File: src/hdl/assert_macros.svh
// ---------------------------------------------------------------------------
// assert_macros.svh
// Shared concurrent assertion macros, clocked on clock, disabled in reset.
// ---------------------------------------------------------------------------
`ifndef ASSERT_MACROS_SVH
`define ASSERT_MACROS_SVH

// expr must hold at every clock edge out of reset
`define ASSERT_ALWAYS(lbl, expr) \
   lbl: assert property (@(posedge clock) disable iff (reset) (expr)) \
      else $error("assertion failed");

// when ante holds, cons must hold on the next clock
`define ASSERT_NEXT(lbl, ante, cons) \
   lbl: assert property (@(posedge clock) disable iff (reset) (ante) |=> (cons)) \
      else $error("assertion failed");

`endif

File: src/hdl/sedc_pkg.sv
// ---------------------------------------------------------------------------
// sedc_pkg
// Types and constants of the Sobel edge direction classifier.
// ---------------------------------------------------------------------------
package sedc_pkg;

   localparam int PIX_W      = 8;
   localparam int LUMA_W     = 24;             // Q16 luma, 8 integer bits
   localparam int SUM_W      = LUMA_W + 2;     // 1,2,1 weighted column sum
   localparam int GRAD_W     = SUM_W + 1;      // signed gradient
   localparam int GCMP_W     = GRAD_W + 1;     // gradient vs. threshold compare
   localparam int FRAC_W     = 16;
   localparam int THR_W      = 10;
   localparam int SIZE_W     = 11;
   localparam int CODE_W     = 3;
   localparam int CSR_ADDR_W = 2;
   localparam int CSR_DATA_W = 11;
   localparam int REQ_DATA_W = 24;
   localparam int RSP_DATA_W = 8;

   localparam logic [15:0] COEF_R = 16'd19595;
   localparam logic [15:0] COEF_G = 16'd38470;
   localparam logic [15:0] COEF_B = 16'd7471;

   localparam logic [THR_W-1:0]  THR_RESET  = 10'd100;
   localparam logic [SIZE_W-1:0] SIZE_RESET = 11'd1024;
   localparam logic [SIZE_W-1:0] SIZE_MIN   = 11'd3;

   typedef enum logic [CSR_ADDR_W-1:0] {
      REG_EDGE_THRESHOLD = 2'd0,
      REG_IMAGE_WIDTH    = 2'd1,
      REG_IMAGE_HEIGHT   = 2'd2
   } csr_index_type;

   typedef enum logic [CODE_W-1:0] {
      EDGE_UP         = 3'd0,
      EDGE_DOWN       = 3'd1,
      EDGE_LEFT       = 3'd2,
      EDGE_RIGHT      = 3'd3,
      EDGE_UP_LEFT    = 3'd4,
      EDGE_UP_RIGHT   = 3'd5,
      EDGE_DOWN_LEFT  = 3'd6,
      EDGE_DOWN_RIGHT = 3'd7
   } edge_code_type;

   typedef struct packed {
      logic center_valid;
      logic on_border;
   } pix_flags_type;

   localparam int FLAGS_W = $bits(pix_flags_type);

endpackage

File: src/hdl/sedc_queue.sv
// ---------------------------------------------------------------------------
// sedc_queue
// Small FIFO between the pixel intake and the window/gradient back end.
// ---------------------------------------------------------------------------
`include "assert_macros.svh"

module sedc_queue import sedc_pkg::*; #(
   parameter int DATA_W = 36,
   parameter int DEPTH  = 4
) (
   input  logic              clock,
   input  logic              reset,
   input  logic              push_valid,
   output logic              push_ready,
   input  logic [DATA_W-1:0] push_data,
   output logic              pop_valid,
   input  logic              pop_ready,
   output logic [DATA_W-1:0] pop_data
);

   localparam int PTR_W = (DEPTH > 1) ? $clog2(DEPTH) : 1;
   localparam int CNT_W = $clog2(DEPTH + 1);

   logic [DATA_W-1:0] mem_ff [DEPTH];
   logic [PTR_W-1:0]  wr_ptr_ff, wr_ptr_in, rd_ptr_ff, rd_ptr_in;
   logic [CNT_W-1:0]  count_ff, count_in;
   logic              push, pop;

   assign push_ready = (count_ff != CNT_W'(DEPTH));
   assign pop_valid  = (count_ff != '0);
   assign push       = push_valid && push_ready;
   assign pop        = pop_valid && pop_ready;
   assign pop_data   = mem_ff[rd_ptr_ff];

   always_comb begin
      wr_ptr_in = wr_ptr_ff;
      rd_ptr_in = rd_ptr_ff;
      count_in  = count_ff;
      if (push) begin
         wr_ptr_in = (wr_ptr_ff == PTR_W'(DEPTH - 1)) ? '0 : wr_ptr_ff + PTR_W'(1);
      end
      if (pop) begin
         rd_ptr_in = (rd_ptr_ff == PTR_W'(DEPTH - 1)) ? '0 : rd_ptr_ff + PTR_W'(1);
      end
      if (push && !pop) begin
         count_in = count_ff + CNT_W'(1);
      end else if (pop && !push) begin
         count_in = count_ff - CNT_W'(1);
      end
   end

   always_ff @(posedge clock) begin
      if (reset) begin
         wr_ptr_ff <= '0;
         rd_ptr_ff <= '0;
         count_ff  <= '0;
      end else begin
         wr_ptr_ff <= wr_ptr_in;
         rd_ptr_ff <= rd_ptr_in;
         count_ff  <= count_in;
      end
   end

   always_ff @(posedge clock) begin
      if (push) begin
         mem_ff[wr_ptr_ff] <= push_data;
      end
   end

   `ASSERT_ALWAYS(a_count_bound, count_ff <= CNT_W'(DEPTH))
   `ASSERT_NEXT(a_count_up, push && !pop, count_ff == $past(count_ff) + CNT_W'(1))

endmodule

File: config.mk
export PLATFORM = sky130hd
export DESIGN_NAME = sedc_queue
export DESIGN_NICKNAME = d
export VERILOG_FILES = /design/src/hdl/sedc_pkg.sv /design/src/hdl/sedc_queue.sv
export VERILOG_INCLUDE_DIRS = /design/src /design/src/hdl
export SDC_FILE = /design/constraint.sdc
export NUM_CORES = 1
export LEC_CHECK = 0
export ABC_CLOCK_PERIOD_IN_PS = 4160
export BUFFER_PORTS_ARGS = -buffer_cell sky130_fd_sc_hd__buf_2
export CORE_AREA = 2 2 90 114
export DETAILED_ROUTE_END_ITERATION = 7
export DIE_AREA = 0 0 92 116
export PLACE_DENSITY = 0.88
export SLEW_MARGIN = 20
export SYNTH_ARGS = -nofsm -noshare
export SYNTH_HDL_FRONTEND = slang
export SYNTH_SLANG_ARGS = --single-unit
export TNS_END_PERCENT = 20
File: constraint.sdc
create_clock -name clock -period 4.16 [get_ports clock]
set_clock_uncertainty 0.2 [all_clocks]
set_input_delay 0.416 -clock clock [delete_from_list [all_inputs] [get_ports clock]]
set_output_delay 0.416 -clock clock [all_outputs]
set_load 0.03 [all_outputs]
==> results.sh <==
export IMPL_r2r_slack_ns=1.51
export IMPL_max_freq_ghz=0.357
export IMPL_r2r_cells=7
export IMPL_io_buffers=77
export IMPL_grt_usage=0.193
export IMPL_grt_busiest_layer="met2"
export IMPL_ir_drop_v=0.000540
export IMPL_syn_avg_cell_area_um2=24.0
export IMPL_yosysTopAreaCellShare=0.764
export IMPL_core_area_mm2=0.00951
export IMPL_ys_types=27
export IMPL_antenna_found_initial=1
export IMPL_htree_levels=4
export IMPL_drive_gt1_frac=0.447
export IMPL_maxSlewHeadroom=0.368
export IMPL_dr_total_vias=2632
export IMPL_start_util=0.596
export IMPL_placedCellCount=431
export IMPL_cp_required_ns=3.54
export IMPL_hold_path_depth=1
export IMPL_synth_common_cells="144 x edfxtp_1, 36 x mux4_2, 9 x dfxtp_1, 6 x ha_1, 4 x and3_2"
export IMPL_crit_arrival_ns=2.18
export IMPL_viasPerCell=5.60
export IMPL_startpoint_type="flip-flop"
export IMPL_grt_ovfl_total=0
export IMPL_met3_usage=0.0670
export IMPL_cp_top_family="flip-flops"
export IMPL_finalMaxSlewViolations=0
export IMPL_path_clk_slew_ns=0.06
export IMPL_cp_slowest_cell="dfxtp_2"
export IMPL_worstMarginPinSlew_ns=0.949
export IMPL_ant_nets=0
export IMPL_dpl_hpwl_um=5580
export IMPL_io_pins=78
export IMPL_synth_edf_count=144
export IMPL_clock_latency_ns=0.41
export IMPL_seq_area_frac_synth=0.795
export IMPL_rows=40
export IMPL_wl_um=9380
export IMPL_p_per_area_mw_per_mm2=649
export IMPL_worstPathCellList="buf_4 > mux4_2 > buf_2"
export IMPL_drt_iter0_drc=163
export IMPL_first_pass_iters=4
export IMPL_cts_buffers=17
export IMPL_final_hold_violation_count=0
export IMPL_syn_area_mm2=0.00566
export IMPL_synth_warnings=0
export IMPL_cts_tree="built"
export IMPL_worst_hold_path_endpoint="mem_ff[2][30]"
export IMPL_grt_max_degree=37
export IMPL_clockBufferDepth=2
export IMPL_final_nets=377
export IMPL_rr_startpoint="count_ff[0]"
export IMPL_synth_top_cell_by_area="edfxtp_1"
export IMPL_ys_ff_latch=153
export IMPL_path_max_fanout=14
export IMPL_setup_viol=0
export IMPL_status="complete, no violations"
export IMPL_post_cts_buffers=0
export IMPL_grt_pass1_vias=2766
export IMPL_cap_violations=0
export IMPL_area_growth_pct=20.0
export IMPL_crit_buf_inv=2
export IMPL_min_from="push_data[30]"
export IMPL_fp_dieArea_mm2=0.0107
export IMPL_cts_root_buf="clkbuf_16"
export IMPL_post_route_period_util=0.673
export IMPL_netlist_top_cells_area="edfxtp_1 76%, mux4_2 14%, dfxtp_1 3.2%"
export IMPL_synthFlopType="edfxtp_1"
export IMPL_grt_pass1_wl_um=14500
export IMPL_power_leakage_nw=2.34
export IMPL_synth_cells=236
export IMPL_worstSetupPathType="flip-flop to output port"
export IMPL_setup_tns_ns=0
export IMPL_grtUsageMet2=0.316
export IMPL_place_congestion=0.681
export IMPL_cp_slowest_stage_delay_ns=0.64
export IMPL_hp_class="input pin to flip-flop"
export IMPL_period_minus_slack_ns=2.80
export IMPL_drc=0
export IMPL_fin_cells=470
export IMPL_die_w_um=92
export IMPL_cts_num_sinks=153
export IMPL_rsz0062_at_grt="no"
export IMPL_syn_nets=283
export IMPL_die_h_um=116
export IMPL_end_kind="output port"
export IMPL_grt_use_met1=0.228
export IMPL_reg2reg_to="count_ff[2]"
export IMPL_ys_async_sr_fraction=0
export IMPL_yosysMostFrequentCell="edfxtp_1"
export IMPL_wl_per_cell_um=20.0
[cell usage in the layout (no fill, tap or decap), drive strengths merged]
cell / count
dfxtp: 9
nor3: 1
bufinv: 2
fa: 1
buf: 79
nand2: 1
mux2i: 3
and2: 1
diode: 2
or3b: 1
clkbuf: 20
ha: 6
o31ai: 2
or3: 3
nand2b: 2
dlygate4sd3: 6
edfxtp: 144
a21oi: 2
nand3: 1
xor2: 2
mux4: 36
inv: 4
clkinvlp: 3
clkinv: 5
nor2: 3
and3: 4
o21ai: 1
[report_power, final]
| group | internal, mW | total [mW] | switching [mW] |
|---|---|---|---|
| clock network | 0.878 | 1.43 | 0.550 |
| registers | 1.87 | 1.97 | 0.0997 |
| logic | 0.392 | 1.01 | 0.616 |
[worst reg2reg max path: cells and delay by family, from the launching register on]
| family | cells | cell delay (ns) |
|---|---|---|
| compound gates | 2 | 0.66 |
| xor+xnor | 1 | 0.19 |
| fa+ha+maj | 2 | 0.69 |
| buf+inv | 1 | 0.07 |
| flops | 1 | 0.36 |
| simple gates | 1 | 0.41 |
[stage by stage]
stage / hold slack [ns] / cell area, um^2 / total power, mW / worst slack (ns) / utilization
floorplan: 0.263 / 5660 / 2.74 / 1.67 / -
global placement: 0.277 / 6170 / 2.98 / 1.69 / 0.649
detailed placement: 0.280 / 6170 / 3.02 / 1.52 / 0.649
CTS: 0.0000684 / 6790 / 4.46 / 1.27 / 0.714
global route: 0.00151 / 6790 / 4.59 / 1.20 / 0.714
finish: 0.0223 / 6800 / 4.41 / 1.36 / 0.715
[layout make-up]
class	count	area, um^2
Clock buffer	20	437
Antenna cell	2	5.00
Inverter	3	11.3
Multi-Input combinational cell	70	1090
Timing Repair Buffer	85	460
Tap cell	126	158
Clock inverter	11	124
Fill cell	591	2710
Sequential cell	153	4510
[routing by layer]
layer / vias to the layer above / routed length (um) / share of wire
met5: - / 0 / 0
met4: 0 / 237 / 0.025
met3: 20 / 466 / 0.050
met2: 81 / 5030 / 0.54
met1: 1349 / 3650 / 0.39
li1: 1182 / - / -
[state kept, by name, indices dropped and copies added (netlist names), named ones only]
| signal | count |
|---|---|
| wr_ptr_ff | 2 |
| rd_ptr_ff | 2 |
| mem_ff | 144 |
| count_ff | 3 |
[how the worst max path moves through the flow]
stage	depth (start not counted)	from	slack, ns	end
finish	3	flip-flop	1.36	pop_data[16]
global route	3	flip-flop	1.20	pop_data[31]
CTS	3	flip-flop	1.27	pop_data[31]
detailed placement	7	count_ff[0]	1.52	count_ff[2]
global placement	7	count_ff[0]	1.69	count_ff[2]
floorplan	9	count_ff[0]	1.67	count_ff[2]
[kinds of logic (layout without fill, tap and decap cells)]
family	after synthesis	in the layout	synth area share
AOI/OAI and AO/OA	5	5	0.00619
xor gates and xnor gates	2	2	0.00309
adders and majority gates	7	7	0.0168
buffers and inverters	13	119	0.0113
DFF	153	153	0.795
muxes	39	39	0.148
other	0	2	0
and+or+nand+nor	17	17	0.0188
[timing repair]
action,in CTS,in global routing
gates resized for setup,0,0
endpoints found under the hold margin,22,0
hold buffers,6,0
(Power assumes the default switching activity.)
