<file path="src/hdl/assert_macros.svh">
// ---------------------------------------------------------------------------
// assert_macros.svh
// Shared concurrent assertion macros, clocked on clock, disabled in reset.
// ---------------------------------------------------------------------------
`ifndef ASSERT_MACROS_SVH
`define ASSERT_MACROS_SVH

// expr must hold at every clock edge out of reset
`define ASSERT_ALWAYS(lbl, expr) \
   lbl: assert property (@(posedge clock) disable iff (reset) (expr)) \
      else $error("assertion failed");

// when ante holds, cons must hold on the next clock
`define ASSERT_NEXT(lbl, ante, cons) \
   lbl: assert property (@(posedge clock) disable iff (reset) (ante) |=> (cons)) \
      else $error("assertion failed");

`endif

</file>
<file path="src/hdl/sedc_pkg.sv">
// ---------------------------------------------------------------------------
// sedc_pkg
// Types and constants of the Sobel edge direction classifier.
// ---------------------------------------------------------------------------
package sedc_pkg;

   localparam int PIX_W      = 8;
   localparam int LUMA_W     = 24;             // Q16 luma, 8 integer bits
   localparam int SUM_W      = LUMA_W + 2;     // 1,2,1 weighted column sum
   localparam int GRAD_W     = SUM_W + 1;      // signed gradient
   localparam int GCMP_W     = GRAD_W + 1;     // gradient vs. threshold compare
   localparam int FRAC_W     = 16;
   localparam int THR_W      = 10;
   localparam int SIZE_W     = 11;
   localparam int CODE_W     = 3;
   localparam int CSR_ADDR_W = 2;
   localparam int CSR_DATA_W = 11;
   localparam int REQ_DATA_W = 24;
   localparam int RSP_DATA_W = 8;

   localparam logic [15:0] COEF_R = 16'd19595;
   localparam logic [15:0] COEF_G = 16'd38470;
   localparam logic [15:0] COEF_B = 16'd7471;

   localparam logic [THR_W-1:0]  THR_RESET  = 10'd100;
   localparam logic [SIZE_W-1:0] SIZE_RESET = 11'd1024;
   localparam logic [SIZE_W-1:0] SIZE_MIN   = 11'd3;

   typedef enum logic [CSR_ADDR_W-1:0] {
      REG_EDGE_THRESHOLD = 2'd0,
      REG_IMAGE_WIDTH    = 2'd1,
      REG_IMAGE_HEIGHT   = 2'd2
   } csr_index_type;

   typedef enum logic [CODE_W-1:0] {
      EDGE_UP         = 3'd0,
      EDGE_DOWN       = 3'd1,
      EDGE_LEFT       = 3'd2,
      EDGE_RIGHT      = 3'd3,
      EDGE_UP_LEFT    = 3'd4,
      EDGE_UP_RIGHT   = 3'd5,
      EDGE_DOWN_LEFT  = 3'd6,
      EDGE_DOWN_RIGHT = 3'd7
   } edge_code_type;

   typedef struct packed {
      logic center_valid;
      logic on_border;
   } pix_flags_type;

   localparam int FLAGS_W = $bits(pix_flags_type);

endpackage

</file>
<file path="src/hdl/sedc_front.sv">
// ---------------------------------------------------------------------------
// sedc_front
// Pixel intake: raster counters, centre/border flags and Q16 luma.
// ---------------------------------------------------------------------------
module sedc_front import sedc_pkg::*; #(
   parameter int MAX_WIDTH  = 1024,
   parameter int MAX_HEIGHT = 1024,
   parameter int CMP_W      = 13
) (
   input  logic                          clock,
   input  logic                          reset,
   input  logic                          req_tvalid,
   output logic                          req_tready,
   input  logic [PIX_W-1:0]              red,
   input  logic [PIX_W-1:0]              green,
   input  logic [PIX_W-1:0]              blue,
   input  logic                          frame_start,
   input  logic [CMP_W-1:0]              width_lim,
   input  logic [CMP_W-1:0]              height_lim,
   output logic                          push_valid,
   input  logic                          push_ready,
   output logic [$clog2(MAX_WIDTH)-1:0]  push_col,
   output logic [LUMA_W-1:0]             push_luma,
   output pix_flags_type                 push_flags
);

   localparam int COL_W = $clog2(MAX_WIDTH);
   localparam int ROW_W = $clog2(MAX_HEIGHT);

   logic [COL_W-1:0]  col_ff, col_in, col_cur;
   logic [ROW_W-1:0]  row_ff, row_in, row_cur;
   logic [CMP_W-1:0]  col_nxt, row_nxt;
   logic              accept;
   pix_flags_type     flags_cur;

   logic              f1_valid_ff, f1_valid_in;
   logic [COL_W-1:0]  f1_col_ff;
   pix_flags_type     f1_flags_ff;
   logic [LUMA_W-1:0] prod_r_ff, prod_g_ff, prod_b_ff;

   assign accept     = req_tvalid && req_tready;
   assign req_tready = !f1_valid_ff || push_ready;

   always_comb begin
      col_cur = frame_start ? '0 : col_ff;
      row_cur = frame_start ? '0 : row_ff;

      flags_cur.center_valid = (row_cur != '0) && (col_cur != '0);
      flags_cur.on_border    = flags_cur.center_valid &&
                               ((row_cur == ROW_W'(1)) || (col_cur == COL_W'(1)) ||
                                (CMP_W'(col_cur) >= width_lim) ||
                                (CMP_W'(row_cur) >= height_lim));

      // column wraps at line end, row at frame end; a lowered size wraps too
      col_nxt = CMP_W'(col_cur) + CMP_W'(1);
      row_nxt = CMP_W'(row_cur) + CMP_W'(1);
      col_in  = col_ff;
      row_in  = row_ff;
      if (accept) begin
         row_in = row_cur;
         if (col_nxt >= width_lim) begin
            col_in = '0;
            row_in = (row_nxt >= height_lim) ? '0 : row_nxt[ROW_W-1:0];
         end else begin
            col_in = col_nxt[COL_W-1:0];
         end
      end
   end

   always_comb begin
      f1_valid_in = f1_valid_ff;
      if (accept) begin
         f1_valid_in = 1'b1;
      end else if (push_ready) begin
         f1_valid_in = 1'b0;
      end
   end

   always_ff @(posedge clock) begin
      if (reset) begin
         col_ff      <= '0;
         row_ff      <= '0;
         f1_valid_ff <= 1'b0;
      end else begin
         col_ff      <= col_in;
         row_ff      <= row_in;
         f1_valid_ff <= f1_valid_in;
      end
   end

   always_ff @(posedge clock) begin
      if (accept) begin
         f1_col_ff   <= col_cur;
         f1_flags_ff <= flags_cur;
         prod_r_ff   <= LUMA_W'(red)   * LUMA_W'(COEF_R);
         prod_g_ff   <= LUMA_W'(green) * LUMA_W'(COEF_G);
         prod_b_ff   <= LUMA_W'(blue)  * LUMA_W'(COEF_B);
      end
   end

   // coefficients sum to 65536, so the sum of products stays within 24 bits
   assign push_valid = f1_valid_ff;
   assign push_col   = f1_col_ff;
   assign push_flags = f1_flags_ff;
   assign push_luma  = prod_r_ff + prod_g_ff + prod_b_ff;

endmodule

</file>
<file path="config.mk">
export PLATFORM = sky130hd
export DESIGN_NAME = sedc_front
export DESIGN_NICKNAME = d
export VERILOG_FILES = /design/src/hdl/assert_macros.svh /design/src/hdl/sedc_pkg.sv /design/src/hdl/sedc_front.sv
export SDC_FILE = /design/constraint.sdc
export NUM_CORES = 1
export LEC_CHECK = 0
export BUFFER_PORTS_ARGS = -buffer_cell sky130_fd_sc_hd__buf_2
export CELL_PAD_IN_SITES_DETAIL_PLACEMENT = 1
export CELL_PAD_IN_SITES_GLOBAL_PLACEMENT = 1
export CORE_ASPECT_RATIO = 1.75
export CORE_MARGIN = 2
export CORE_UTILIZATION = 45
export DETAILED_ROUTE_END_ITERATION = 16
export GPL_TIMING_DRIVEN = 0
export PLACE_DENSITY_LB_ADDON = 0.05
export SLEW_MARGIN = 15
export SYNTH_ARGS = -nofsm -noshare
export SYNTH_HDL_FRONTEND = slang
export SYNTH_SLANG_ARGS = --single-unit
export TNS_END_PERCENT = 10
</file>
<file path="constraint.sdc">
create_clock -name clock -period 5.2 [get_ports clock]
set_input_delay 0.26 -clock clock [delete_from_list [all_inputs] [get_ports clock]]
set_output_delay 0.26 -clock clock [all_outputs]
set_load 0.005 [all_outputs]
</file>
==> run_results.csv <==
group,metric,value,unit
drt,num_vias,8694,
placement,dp_hpwl,25600,um
drt,drt_wl_total,29300,um
hold_path,hp-class,"input port to register",
power,p_per_area,534,nW/um2
power,comb_power_share,0.716,
cts,cts_htree_levels,3,
logic_synthesis,synthesis.nets,1546,
sta,fin_skew,0.00692,ns
cts,clockBufferDepth,2,
floorplan,dieArea,27300,um2
floorplan,rows,78,
drt,drt-initial-drc-count,217,
floorplan,core,25700,um2
power,switching_power,3.19,mW
placement,placed_cells,1569,
logic_synthesis,ys_ff_latch,100,
cts,root_buffer,"clkbuf_16",
cts,clkSinkCount,100,
placement,gp_congestion,0.850,
placement,placedInstanceArea,12600,um2
logic_synthesis,yosysTopAreaCellShare,0.270,
sta,layout_setup_ws,0.366,ns
logic_synthesis,avgSynthCellArea,10.1,um2
sta,hold_violations,0,
layout,final_nets,1650,
power,power.internal,3.66,mW
drt,viasPerCell,5.49,
logic_synthesis,yosys.area.top_type,"ha_1",
logic_synthesis,synth_cell_types,60,
power,total_power,6.85,mW
power,clockPowerShare,0.098,
layout,syn_to_final_growth,10.1,%
floorplan,die_h,217,um
placement,post-place-ws,-0.385,ns
logic_synthesis,ys.flop_type,"edfxtp_1",
logic_synthesis,synth_area,11700,um2
drt,routedWlPerCell,18.5,um
cts,cts_tree,"done",
placement,portBuffers,92,
global_route,grt_pass1_wl,47600,um
sta,rsz0062_at_grt,"false",
global_route,antenna_found_initial,0,
worst_setup_path,crit_path_end_kind,"register",
drt,drc,0,
layout,antennaDiodeCount,0,
sta,setup_viol_count_final,0,
sta,finalCritPeriodShare,0.930,
logic_synthesis,ys_seq_area_frac,0.239,
logic_synthesis,ys_async_sr_fraction,0,
global_route,grt_max_degree,67,
layout,final_cells,1585,
logic_synthesis,synthCells,1156,
global_route,grt.total_usage,0.224,
logic_synthesis,synth-edff-count,79,
power,power_frac_seq,0.186,
logic_synthesis,synth-warning-count,0,
sta,finalCriticalPeriod,4.83,ns
sta,worst_slew_pin_slew,0.805,ns
cts,clk_latency,0.37,ns
power,p_sw_frac,0.465,
power,power.leakage,6.41,nW
global_route,grt-ovfl-total,0,
worst_setup_path,cp_max_fo,10,
floorplan,fp.dieW,126,um
floorplan,ios,93,
outcome,run_status,"complete, no violations",
drt,antenna_left,0,
worst_setup_path,worstPathArrival,5.14,ns
power,vdd_ir_drop_max,0.000301,V
layout,layout_commonest_cell,"ha_1",
sta,max_freq,207,MHz
cts,path_clk_slew,0.07,ns
run,drv_cap,0,
layout,final_cell_mix,"ha_1 (252), inv_1 (164), buf_2 (93)",
worst_setup_path,cp.required,5.51,ns
layout,drive_gt1_frac,0.0949,
floorplan,initial_core_util,0.455,
global_route,grt_pass1_vias,9564,
sta,slew_violations,0,
sta,slew_headroom,0.456,
drt,drtPass1Iterations,4,
layout,finalInstanceArea,12800,um2
layout,fin_util,0.500,
cts,cts_inserted_buffers,9,
logic_synthesis,synth_area_leaders,"ha_1 (27%), edfxtp_1 (20%), fa_1 (14%), inv_1 (5.3%), dfxtp_1 (3.6%)",
worst_setup_path,cp-start-kind,"input port",
worst_setup_path,crit_type,"input port to register",
[registers in the layout, summed over array words and instances (netlist names)]
register / cells
prod_g_ff: 23
push_col: 10
col_ff: 10
prod_r_ff: 23
prod_b_ff: 21
push_flags: 2
row_ff: 10
push_valid: 1
[power groups by stage]
| stage | clock, mW | sequential (mW) | combinational [mW] |
|---|---|---|---|
| detailed placement | 0 | 1.29 | 5.00 |
| global route | 0.722 | 1.29 | 5.54 |
| CTS | 0.698 | 1.28 | 5.04 |
| finish | 0.675 | 1.27 | 4.90 |
| floorplan | 0 | 1.26 | 3.32 |
| global placement | 0 | 1.29 | 4.89 |
[metal layers]
layer  GRT usage  vias to the layer above  share of wire
met1       0.212                     4273           0.35
li1            -                     4277              -
met3      0.0261                       37          0.020
met2       0.471                      107           0.59
met5           0                        -              0
met4      0.0867                        0          0.034
[critical path, cell delays in order]
cell and delay, ns:
buf_2 0.14, clkbuf_1 0.48, clkbuf_2 0.35, clkbuf_2 0.35
nand2b_1 0.20, inv_1 0.10, ha_1 0.24, and3_1 0.20
and3_1 0.21, xor2_1 0.17, ha_1 0.32, nand2_1 0.10
nor4_1 0.30, o41ai_1 0.22, a2111oi_2 0.55, nand4_1 0.29
nor2_2 0.41, a22o_1 0.22
[through the flow]
stage | TNS, ns | hold WS (ns)
after floorplan | 0 | 0.329
after global placement | -5.04 | 0.457
after detailed placement | -5.75 | 0.469
after CTS | 0 | 0.120
after global routing | 0 | 0.147
final | 0 | 0.138
[cell usage after synthesis (5+ instances only)]
library cell	number
ha_1	252
inv_1	165
fa_1	83
edfxtp_1	79
a21oi_1	63
nand2_1	57
nor2_1	56
xnor2_1	44
o21ai_0	38
xor2_1	32
nor2b_1	28
a21o_1	26
dfxtp_1	21
nand3_1	21
nand2b_1	20
nor3_1	16
and3_1	14
nand4_1	13
o211ai_1	11
o21a_1	11
a22o_1	9
a31oi_1	8
clkbuf_1	8
a211oi_1	7
nor4_1	6
a21boi_0	5
[final timing paths]
path                               start  slack (ns)  cells past startpoint                      end
setup / recovery             frame_start        0.37                     18   row_ff[4]$_SDFFE_PP0P_
hold / removal                req_tvalid        0.14                      3  push_valid$_SDFFE_PP0P_
setup reg to reg  col_ff[2]$_SDFFE_PP0P_        1.16                     13   row_ff[4]$_SDFFE_PP0P_
hold reg to reg   col_ff[2]$_SDFFE_PP0P_        0.48                      2   col_ff[2]$_SDFFE_PP0P_
[cell type report]
class,count,area [um2]
Clock inverter,2,37.5
Sequential cell,100,2790
Buffer,9,37.5
Tap cell,320,400
Multi-Input combinational cell,882,8220
Fill cell,2930,12800
Clock buffer,14,244
Timing Repair Buffer,93,488
Inverter,165,622
[kinds of logic (layout without fill, tap and decap cells)]
kind of cell | Yosys count | in the layout | synth area share
AO/OA/AOI/OAI | 222 | 222 | 0.128
XOR/XNOR | 76 | 76 | 0.0571
AND/OR/NAND/NOR | 247 | 247 | 0.106
buffers and inverters | 174 | 283 | 0.0561
multiplexers | 2 | 2 | 0.00172
flip-flops | 100 | 100 | 0.239
adder cells (fa/ha/maj) | 335 | 335 | 0.413
[timing repair]
action,4_1_cts,5_1_grt
hold buffers,0,0
gates resized for setup,1,2
setup endpoints to repair,1,9
setup buffers,0,0
Note: power is estimated with default switching activity, not from simulation.
